[src/mcg_pkg.sv]
// Package for the midpoint circle generator: shared constants and opcodes.
// No dependencies; the top level, front end, queue and back end import it.
package mcg_pkg;

	// Default widths of the radius and of the center coordinates
	localparam int RADIUS_BITS_DEF = 10;
	localparam int COORD_BITS_DEF  = 12;

	// Command opcodes
	localparam logic OP_START   = 1'b0;
	localparam logic OP_ADVANCE = 1'b1;

	// Eight mirrored pixels per step
	localparam int PIX_PER_STEP = 8;
	localparam int IDX_BITS     = $clog2(PIX_PER_STEP);
	localparam logic [IDX_BITS-1:0] LAST_IDX = IDX_BITS'(PIX_PER_STEP - 1);

	// Step queue between the front and the back
	localparam int QUEUE_DEPTH = 2;

endpackage

[src/mcg_cmd_if.sv]
// Command channel of the midpoint circle generator (start / advance beats).
// Depends on nothing; widths come from its parameters.
interface mcg_cmd_if #(
	parameter int RADIUS_BITS = 10,
	parameter int COORD_BITS  = 12
);
	logic                         valid;
	logic                         ready;
	logic                         op;
	logic signed [COORD_BITS-1:0] center_x;
	logic signed [COORD_BITS-1:0] center_y;
	logic [RADIUS_BITS-1:0]       radius;

	modport source (output valid, op, center_x, center_y, radius, input ready);
	modport sink   (input valid, op, center_x, center_y, radius, output ready);
endinterface

[src/mcg_pix_if.sv]
// Pixel channel of the midpoint circle generator, one pixel per beat.
// Depends on nothing; widths come from its parameter.
interface mcg_pix_if #(
	parameter int PIX_BITS = 13
);
	logic                       valid;
	logic                       ready;
	logic signed [PIX_BITS-1:0] pixel_x;
	logic signed [PIX_BITS-1:0] pixel_y;
	logic                       last_of_step;
	logic                       circle_done;

	modport source (output valid, pixel_x, pixel_y, last_of_step, circle_done, input ready);
	modport sink   (input valid, pixel_x, pixel_y, last_of_step, circle_done, output ready);
endinterface

[src/midpoint_circle_generator.sv]
// Midpoint circle generator, top level: front end, step queue, pixel back end.
// A step's first pixel passes the queue, the back end's descriptor hold and its output register.
// Throughput: one pixel per cycle while the sink takes them, with the back end emitting
// the eight mirrored pixels in sequence; commands are taken while the two-entry queue has room.
// Reset (arst_n low, asynchronous): no circle active, queue and output empty.
module midpoint_circle_generator #(
	parameter int RADIUS_BITS = mcg_pkg::RADIUS_BITS_DEF,
	parameter int COORD_BITS  = mcg_pkg::COORD_BITS_DEF
) (
	input  logic        clk,
	input  logic        arst_n,
	mcg_cmd_if.sink     cmd,
	mcg_pix_if.source   pix
);
	import mcg_pkg::*;

	localparam int QW = 2 * COORD_BITS + 2 * RADIUS_BITS + 2;

	logic                         push, pop, full, empty;
	logic signed [COORD_BITS-1:0] f_cx, f_cy, b_cx, b_cy;
	logic [RADIUS_BITS-1:0]       f_x, b_x;
	logic signed [RADIUS_BITS:0]  f_y, b_y;
	logic                         f_done, b_done;
	logic [QW-1:0]                q_wdata, q_rdata;

	mcg_front #(
		.RADIUS_BITS(RADIUS_BITS),
		.COORD_BITS (COORD_BITS)
	) u_front (
		.clk      (clk),
		.arst_n   (arst_n),
		.cmd      (cmd),
		.full     (full),
		.push     (push),
		.step_cx  (f_cx),
		.step_cy  (f_cy),
		.step_x   (f_x),
		.step_y   (f_y),
		.step_done(f_done)
	);

	assign q_wdata = {f_cx, f_cy, f_x, f_y, f_done};

	mcg_queue #(
		.WIDTH(QW)
	) u_queue (
		.clk   (clk),
		.arst_n(arst_n),
		.push  (push),
		.wdata (q_wdata),
		.full  (full),
		.pop   (pop),
		.rdata (q_rdata),
		.empty (empty)
	);

	assign {b_cx, b_cy, b_x, b_y, b_done} = q_rdata;

	mcg_back #(
		.RADIUS_BITS(RADIUS_BITS),
		.COORD_BITS (COORD_BITS)
	) u_back (
		.clk      (clk),
		.arst_n   (arst_n),
		.empty    (empty),
		.step_cx  (b_cx),
		.step_cy  (b_cy),
		.step_x   (b_x),
		.step_y   (b_y),
		.step_done(b_done),
		.pop      (pop),
		.pix      (pix)
	);

endmodule

[src/mcg_front.sv]
// Front end: accepts command beats, holds the circle state and runs the
// midpoint update, pushing one step descriptor per plotted step. Uses mcg_pkg.
module mcg_front #(
	parameter int RADIUS_BITS = mcg_pkg::RADIUS_BITS_DEF,
	parameter int COORD_BITS  = mcg_pkg::COORD_BITS_DEF
) (
	input  logic                         clk,
	input  logic                         arst_n,
	mcg_cmd_if.sink                      cmd,
	input  logic                         full,
	output logic                         push,
	output logic signed [COORD_BITS-1:0] step_cx,
	output logic signed [COORD_BITS-1:0] step_cy,
	output logic [RADIUS_BITS-1:0]       step_x,
	output logic signed [RADIUS_BITS:0]  step_y,
	output logic                         step_done
);
	import mcg_pkg::*;

	localparam int RB = RADIUS_BITS;
	localparam int DW = RADIUS_BITS + 3;	// decision value width
	localparam int CW = RADIUS_BITS + 2;	// compare width for x against y

	logic signed [COORD_BITS-1:0] cx_q, cy_q;
	logic [RB-1:0]                x_q;
	logic signed [RB:0]           y_q;
	logic signed [DW-1:0]         p_q;
	logic                         active_q;

	logic                         accept, start;
	logic [RB-1:0]                bx, xn;
	logic signed [RB:0]           by, yn;
	logic signed [DW-1:0]         bp, pn, xe, ye, rz;
	logic                         bact, step_ok, done;

	assign cmd.ready = !full;
	assign accept    = cmd.valid && cmd.ready;
	assign start     = (cmd.op == OP_START);

	// Starting point: fresh circle on start, held state on advance
	always_comb begin
		rz   = signed'({{(DW-RB){1'b0}}, cmd.radius});
		bx   = start ? '0 : x_q;
		by   = start ? signed'({1'b0, cmd.radius}) : y_q;
		bp   = start ? (DW'(1) - rz) : p_q;
		bact = start || active_q;
	end

	// Midpoint update; both branches use the new x, the decrementing branch also the new y
	always_comb begin
		step_ok = bact && (signed'({2'b00, bx}) <= signed'({by[RB], by}));
		xn      = bx + RB'(1);
		yn      = (bp < 0) ? by : (by - (RB+1)'(1));
		xe      = signed'({{(DW-RB){1'b0}}, xn});
		ye      = signed'({{(DW-RB-1){yn[RB]}}, yn});
		if (bp < 0) begin
			pn = bp + xe + xe + DW'(1);
		end else begin
			pn = bp + xe + xe - ye - ye + DW'(1);
		end
		done = signed'(CW'({2'b00, xn})) > signed'({yn[RB], yn});
	end

	// Descriptor of the step whose pixels the back end emits
	assign push      = accept && step_ok;
	assign step_cx   = start ? cmd.center_x : cx_q;
	assign step_cy   = start ? cmd.center_y : cy_q;
	assign step_x    = bx;
	assign step_y    = by;
	assign step_done = done;

	// Circle state
	always_ff @(posedge clk or negedge arst_n) begin
		if (!arst_n) begin
			cx_q     <= '0;
			cy_q     <= '0;
			x_q      <= '0;
			y_q      <= '0;
			p_q      <= '0;
			active_q <= 1'b0;
		end else if (accept) begin
			if (start) begin
				cx_q <= cmd.center_x;
				cy_q <= cmd.center_y;
			end
			if (step_ok) begin
				x_q      <= xn;
				y_q      <= yn;
				p_q      <= pn;
				active_q <= !done;
			end else begin
				active_q <= 1'b0;
			end
		end
	end

endmodule

[src/mcg_queue.sv]
// Short step queue between the front end and the pixel back end.
// Uses mcg_pkg for its depth.
module mcg_queue #(
	parameter int WIDTH = 8
) (
	input  logic             clk,
	input  logic             arst_n,
	input  logic             push,
	input  logic [WIDTH-1:0] wdata,
	output logic             full,
	input  logic             pop,
	output logic [WIDTH-1:0] rdata,
	output logic             empty
);
	import mcg_pkg::*;

	localparam int AW = $clog2(QUEUE_DEPTH);
	localparam int NW = $clog2(QUEUE_DEPTH + 1);

	logic [WIDTH-1:0] mem_q [QUEUE_DEPTH];
	logic [AW-1:0]    wr_ptr_q, rd_ptr_q;
	logic [NW-1:0]    cnt_q;

	assign full  = (cnt_q == NW'(QUEUE_DEPTH));
	assign empty = (cnt_q == '0);
	assign rdata = mem_q[rd_ptr_q];

	// Entry storage
	always_ff @(posedge clk) begin
		if (push) begin
			mem_q[wr_ptr_q] <= wdata;
		end
	end

	// Pointers and fill count
	always_ff @(posedge clk or negedge arst_n) begin
		if (!arst_n) begin
			wr_ptr_q <= '0;
			rd_ptr_q <= '0;
			cnt_q    <= '0;
		end else begin
			if (push) begin
				wr_ptr_q <= wr_ptr_q + AW'(1);
			end
			if (pop) begin
				rd_ptr_q <= rd_ptr_q + AW'(1);
			end
			if (push && !pop) begin
				cnt_q <= cnt_q + NW'(1);
			end else if (pop && !push) begin
				cnt_q <= cnt_q - NW'(1);
			end
		end
	end

endmodule

[src/mcg_back.sv]
// Back end: takes one step descriptor and emits its eight mirrored pixels,
// one per cycle while the sink takes them, through a registered output stage. Uses mcg_pkg.
module mcg_back #(
	parameter int RADIUS_BITS = mcg_pkg::RADIUS_BITS_DEF,
	parameter int COORD_BITS  = mcg_pkg::COORD_BITS_DEF
) (
	input  logic                         clk,
	input  logic                         arst_n,
	input  logic                         empty,
	input  logic signed [COORD_BITS-1:0] step_cx,
	input  logic signed [COORD_BITS-1:0] step_cy,
	input  logic [RADIUS_BITS-1:0]       step_x,
	input  logic signed [RADIUS_BITS:0]  step_y,
	input  logic                         step_done,
	output logic                         pop,
	mcg_pix_if.source                    pix
);
	import mcg_pkg::*;

	localparam int RB = RADIUS_BITS;
	localparam int PB = COORD_BITS + 1;
	localparam int SW = (PB > RB + 2) ? PB : RB + 2;	// sum width before wrap

	logic signed [COORD_BITS-1:0] cx_q, cy_q;
	logic [RB-1:0]                x_q;
	logic signed [RB:0]           y_q;
	logic                         done_q;
	logic                         busy_q;
	logic [IDX_BITS-1:0]          idx_q;

	logic                         ovalid_q, olast_q, odone_q;
	logic signed [PB-1:0]         opx_q, opy_q;

	logic                         adv, emit, step_end, last;
	logic [SW-1:0]                sx, sy, ux, uy, u, v, px, py;

	// Output stage moves when empty or when the sink takes the beat
	assign adv      = !ovalid_q || pix.ready;
	assign emit     = busy_q && adv;
	assign last     = (idx_q == LAST_IDX);
	assign step_end = emit && last;
	assign pop      = !empty && (!busy_q || step_end);

	// Mirror select: bit 2 swaps x and y, bit 0 negates u, bit 1 negates v
	always_comb begin
		sx = {{(SW-COORD_BITS){cx_q[COORD_BITS-1]}}, cx_q};
		sy = {{(SW-COORD_BITS){cy_q[COORD_BITS-1]}}, cy_q};
		ux = {{(SW-RB){1'b0}}, x_q};
		uy = {{(SW-RB-1){y_q[RB]}}, y_q};
		u  = idx_q[2] ? uy : ux;
		v  = idx_q[2] ? ux : uy;
		px = idx_q[0] ? (sx - u) : (sx + u);
		py = idx_q[1] ? (sy - v) : (sy + v);
	end

	// Step sequencer and descriptor hold
	always_ff @(posedge clk or negedge arst_n) begin
		if (!arst_n) begin
			busy_q <= 1'b0;
			idx_q  <= '0;
		end else if (pop) begin
			busy_q <= 1'b1;
			idx_q  <= '0;
		end else if (step_end) begin
			busy_q <= 1'b0;
			idx_q  <= '0;
		end else if (emit) begin
			idx_q <= idx_q + IDX_BITS'(1);
		end
	end

	always_ff @(posedge clk) begin
		if (pop) begin
			cx_q   <= step_cx;
			cy_q   <= step_cy;
			x_q    <= step_x;
			y_q    <= step_y;
			done_q <= step_done;
		end
	end

	// Output register
	always_ff @(posedge clk or negedge arst_n) begin
		if (!arst_n) begin
			ovalid_q <= 1'b0;
		end else if (adv) begin
			ovalid_q <= busy_q;
		end
	end

	always_ff @(posedge clk) begin
		if (emit) begin
			opx_q   <= signed'(px[PB-1:0]);
			opy_q   <= signed'(py[PB-1:0]);
			olast_q <= last;
			odone_q <= last && done_q;
		end
	end

	assign pix.valid        = ovalid_q;
	assign pix.pixel_x      = opx_q;
	assign pix.pixel_y      = opy_q;
	assign pix.last_of_step = olast_q;
	assign pix.circle_done  = odone_q;

endmodule
[src/flat_wrapper.sv]
// flat-port wrapper written by rule: the top's interface ports become plain ports
module midpoint_circle_generator_flat import mcg_pkg::*;
#(
	parameter int RADIUS_BITS = mcg_pkg::RADIUS_BITS_DEF,
	parameter int COORD_BITS  = mcg_pkg::COORD_BITS_DEF
)
  (clk, arst_n, cmd_valid, cmd_op, cmd_center_x, cmd_center_y, cmd_radius, cmd_ready, pix_valid, pix_pixel_x, pix_pixel_y, pix_last_of_step, pix_circle_done, pix_ready);
  mcg_cmd_if #(.RADIUS_BITS(RADIUS_BITS), .COORD_BITS(COORD_BITS)) cmd_i ();
  mcg_pix_if pix_i ();
  input  logic clk;
  input  logic arst_n;
  input wire logic [$bits(cmd_i.valid)-1:0] cmd_valid;
  input wire logic [$bits(cmd_i.op)-1:0] cmd_op;
  input wire logic [$bits(cmd_i.center_x)-1:0] cmd_center_x;
  input wire logic [$bits(cmd_i.center_y)-1:0] cmd_center_y;
  input wire logic [$bits(cmd_i.radius)-1:0] cmd_radius;
  output wire logic [$bits(cmd_i.ready)-1:0] cmd_ready;
  output wire logic [$bits(pix_i.valid)-1:0] pix_valid;
  output wire logic [$bits(pix_i.pixel_x)-1:0] pix_pixel_x;
  output wire logic [$bits(pix_i.pixel_y)-1:0] pix_pixel_y;
  output wire logic [$bits(pix_i.last_of_step)-1:0] pix_last_of_step;
  output wire logic [$bits(pix_i.circle_done)-1:0] pix_circle_done;
  input wire logic [$bits(pix_i.ready)-1:0] pix_ready;
  assign cmd_i.valid = cmd_valid;
  assign cmd_i.op = cmd_op;
  assign cmd_i.center_x = cmd_center_x;
  assign cmd_i.center_y = cmd_center_y;
  assign cmd_i.radius = cmd_radius;
  assign cmd_ready = cmd_i.ready;
  assign pix_valid = pix_i.valid;
  assign pix_pixel_x = pix_i.pixel_x;
  assign pix_pixel_y = pix_i.pixel_y;
  assign pix_last_of_step = pix_i.last_of_step;
  assign pix_circle_done = pix_i.circle_done;
  assign pix_i.ready = pix_ready;
  midpoint_circle_generator #(.RADIUS_BITS(RADIUS_BITS), .COORD_BITS(COORD_BITS)) u_core (.clk(clk), .arst_n(arst_n), .cmd(cmd_i), .pix(pix_i));
endmodule
[config.mk]
export PLATFORM = sky130hd
export DESIGN_NAME = midpoint_circle_generator_flat
export DESIGN_NICKNAME = d
export VERILOG_FILES = /design/src/mcg_pkg.sv /design/src/mcg_cmd_if.sv /design/src/mcg_pix_if.sv /design/src/midpoint_circle_generator.sv /design/src/mcg_front.sv /design/src/mcg_queue.sv /design/src/mcg_back.sv /design/src/flat_wrapper.sv
export SDC_FILE = /design/constraint.sdc
export NUM_CORES = 1
export LEC_CHECK = 0
export BUFFER_PORTS_ARGS = -buffer_cell sky130_fd_sc_hd__buf_2
export CORE_ASPECT_RATIO = 0.9
export CORE_MARGIN = 4
export CORE_UTILIZATION = 30
export DETAILED_ROUTE_END_ITERATION = 8
export SLEW_MARGIN = 10
export SYNTH_ARGS = -nofsm -noshare
export SYNTH_HDL_FRONTEND = slang
export SYNTH_SLANG_ARGS = --single-unit
[constraint.sdc]
create_clock -name clk -period 12.8 [get_ports clk]
set_input_delay 3.2 -clock clk [delete_from_list [all_inputs] [get_ports clk]]
set_output_delay 3.2 -clock clk [all_outputs]
set_load 0.1 [all_outputs]
==> flow_summary.toml <==
[yosys]
synth_edf_count = 166
mappedNetlistArea_um2 = 13030
synth_area_leader_cell = "edfxtp_1"
ys_ff_latch = 234
synthArstFlopShare_pct = 29.06
yosysUniqueCellTypes = 73
seq_area_frac_synth_pct = 51.33
synth_top_area_share_pct = 38.27
ys_warn_count = 0
synth_area_leaders = "edfxtp_1 (38%), dfrtp_1 (13%), mux2_2 (8.9%)"
syn-instance-count = 1103
synth_nets = 1223
synth_area_per_cell_um2 = 11.81
ys.flop_type = "edfxtp_1"

[routing]
wl_um = 29430
drc = 0
drtAntennaViolNets = 0
num_vias = 8555
drtIter0Drc = 545
vias_per_cell = 4.900
drt_pre_antenna_iters = 5
wl_per_cell_um = 16.85

[power_and_ir_drop]
combPwrFrac_pct = 49.5
internal_power_mw = 2.330
seq_power_share_pct = 31.0
p_per_area_nw_per_um2 = 267.9
p_switching_mw = 1.660
p_total_mw = 3.990
clkPwrFrac_pct = 19.5
ir_drop_mv = 0.1127
switching_share_pct = 41.60
p_leak_nw = 5.907

[clocking]
clkTransAtPathRegs_ns = 0.07
cts_hold_buf = 0
htreeDepth = 1
cts_buffer_depth = 3
numCtsBuffers = 25
cts_tree = "yes"
insertion_delay_ns = 0.55
root_buffer = "clkbuf_16"
post-cts-setup-buffers = 0
cts_sinks = 234
cts_resized = 0

[global_routing]
antenna_found_initial = 0
grt.overflow.total = 0
grt_pass1_vias = 8617
grt_usage_pct = 12.64
grt_max_degree = 63
grt_pass1_wl_um = 47130

[worst_setup_path]
arrival_ns = 8.50
worstSetupEndpoint = "u_core.u_front.p_q[12]$_DFFE_PN0P_"
critPathLaunch = "cmd_op"
critical_path_class = "in -> reg"
endpoint_kind = "flop"
rr_startpoint = "u_core.u_front.x_q[3]$_DFFE_PN0P_"
timing.reg2reg.worst_path_depth = 20
cp.required_ns = 13.26
r2r-end = "u_core.u_front.p_q[12]$_DFFE_PN0P_"
r2r_slack_ns = 7.99
start_kind = "primary input"
crit_fanout = 62

[timing]
setup_violations = 0
rsz0062_at_grt = "false"
holdWs_ns = 0.4842
post-route-period-util_pct = 62.82
finalHoldViolCount = 0
clock_skew_ns = 0.008798
fin_setup_tns_ns = 0
finalMaxSlewViolations = 0
tightest_slew_ns = 1.160
final.setup.worst_slack_ns = 4.758
slew_headroom_pct = 22.60
fmax_ghz = 0.1244
fin_crit_ns = 8.042

[cells_and_area]
fin_cells = 1746
drive_above_1_share_pct = 20.32
final_core_util_pct = 34.66
num_antenna_cells = 0
final_cell_mix = "edfxtp_1 (166), mux2_2 (103), nor2_1 (89)"
syn_to_final_growth_pct = 14.35
design_area_um2 = 14900
finalNetCount = 1292
final_common_cell = "edfxtp_1"

[floorplanning]
core_region_area_um2 = 42970
start_util_pct = 30.31
row_count = 72
die_area_um2 = 46820
num_io_pins = 69
dieHeight_um = 205.7
die_w_um = 227.7

[place]
portBuffers = 68
place_inst = 1700
place_hpwl_um = 21110
routabilityCongestion = 0.8705
place_area_um2 = 14010
place_ws_ns = 4.253

[flow_run]
maxCapViolCount = 0

[run_status]
status = "completed"

[min_path]
hp-class = "reg -> reg"
-- sequential cells by signal (all words and copies together) (netlist names), 10 cells and up --
register and cells:
u_core.u_back.cx_q 12, u_core.u_back.cy_q 12, u_core.u_back.pix.pixel_x 13, u_core.u_back.pix.pixel_y 13, u_core.u_back.x_q 10, u_core.u_back.y_q 11
u_core.u_front.cx_q 12, u_core.u_front.cy_q 12, u_core.u_front.p_q 13, u_core.u_front.x_q 10, u_core.u_front.y_q 11, u_core.u_queue.mem_q 92
-- worst min path at each step --
stage | from | to | slack [ns] | depth (start not counted)
after floorplan | u_core.u_front.y_q[2]$_DFFE_PN0P_ | u_core.u_front.y_q[2]$_DFFE_PN0P_ | 0.45 | 2
after global placement | u_core.u_front.y_q[3]$_DFFE_PN0P_ | u_core.u_front.y_q[3]$_DFFE_PN0P_ | 0.46 | 2
after detailed placement | u_core.u_front.y_q[9]$_DFFE_PN0P_ | u_core.u_front.y_q[9]$_DFFE_PN0P_ | 0.47 | 2
after CTS | u_core.u_front.y_q[9]$_DFFE_PN0P_ | u_core.u_front.y_q[9]$_DFFE_PN0P_ | 0.49 | 2
after global routing | u_core.u_front.y_q[3]$_DFFE_PN0P_ | u_core.u_front.y_q[3]$_DFFE_PN0P_ | 0.50 | 2
final | u_core.u_front.p_q[0]$_DFFE_PN0P_ | u_core.u_front.p_q[0]$_DFFE_PN0P_ | 0.48 | 2
-- critical path, cell delays in order --
cell	delay (ns)
buf_4	0.25
buf_4	0.68
nand2_1	0.38
nor2_1	0.32
xnor2_1	0.20
inv_1	0.12
ha_1	0.26
or2_2	0.31
o211a_1	0.24
a21oi_2	0.24
xnor2_1	0.19
inv_1	0.12
ha_1	0.29
ha_1	0.35
and2_1	0.15
o21ai_0	0.12
o21ai_0	0.12
nor4_1	0.21
nor3_1	0.10
xnor3_1	0.37
nand2_1	0.05
a31oi_1	0.17
-- power groups by stage --
stage / Combinational, mW / Clock, mW / Sequential [mW]
detailed placement: 1.97 / 0 / 1.25
global placement: 1.94 / 0 / 1.24
floorplan: 1.31 / 0 / 1.50
finish: 1.98 / 0.779 / 1.24
CTS: 1.98 / 0.801 / 1.24
global route: 2.19 / 0.833 / 1.26
-- synth_stat cells (all sizes together) (4+ instances only) --
cell,n
nor2b,20
nor4,6
nand2,58
dfrtp,68
a21oi,44
o31ai,4
nand3,7
a211oi,8
xnor2,51
buf,13
a31oi,9
mux2,103
ha,77
nand4,8
o21a,13
o21ai,58
nor2,91
nand2b,12
o41ai,7
and3,14
clkbuf,24
edfxtp,166
xor2,35
xnor3,4
inv,61
mux2i,24
o211ai,4
o32ai,4
or4,5
a21boi,5
a21o,14
and2,13
fa,4
nor3,21
-- kinds of logic after synthesis --
logic type                 count (synthesis)  synth area share (%)
and+or+nand+nor                          271                 10.14
DFF                                      234                 51.33
AOI/OAI and AO/OA                        201                 10.28
muxes                                    127                 10.75
buffers and inverters                     98                 2.939
xor gates and xnor gates                  90                 6.474
adders and majority gates                 82                 8.088
-- final cells by class --
| cell class | instances | area [um2] |
|---|---|---|
| clock buffers | 35 | 703.2 |
| inverters | 61 | 229.0 |
| multi-input cells | 771 | 5976 |
| flip-flops and latches | 234 | 6688 |
| clock inverters | 11 | 177.7 |
| fillers | 4226 | 28080 |
| repair buffers | 79 | 427.9 |
| well taps | 555 | 694.4 |
-- per-layer routing --
metal	track usage, %	up-vias	wire length (um)	part of all wire, %
li1	-	4194	-	-
met1	18.24	4116	14110	48
met2	19.74	193	12940	44
met3	2.311	52	1619	5.5
met4	3.025	0	763	2.6
met5	0	-	0	0
(Power assumes the default switching activity.)
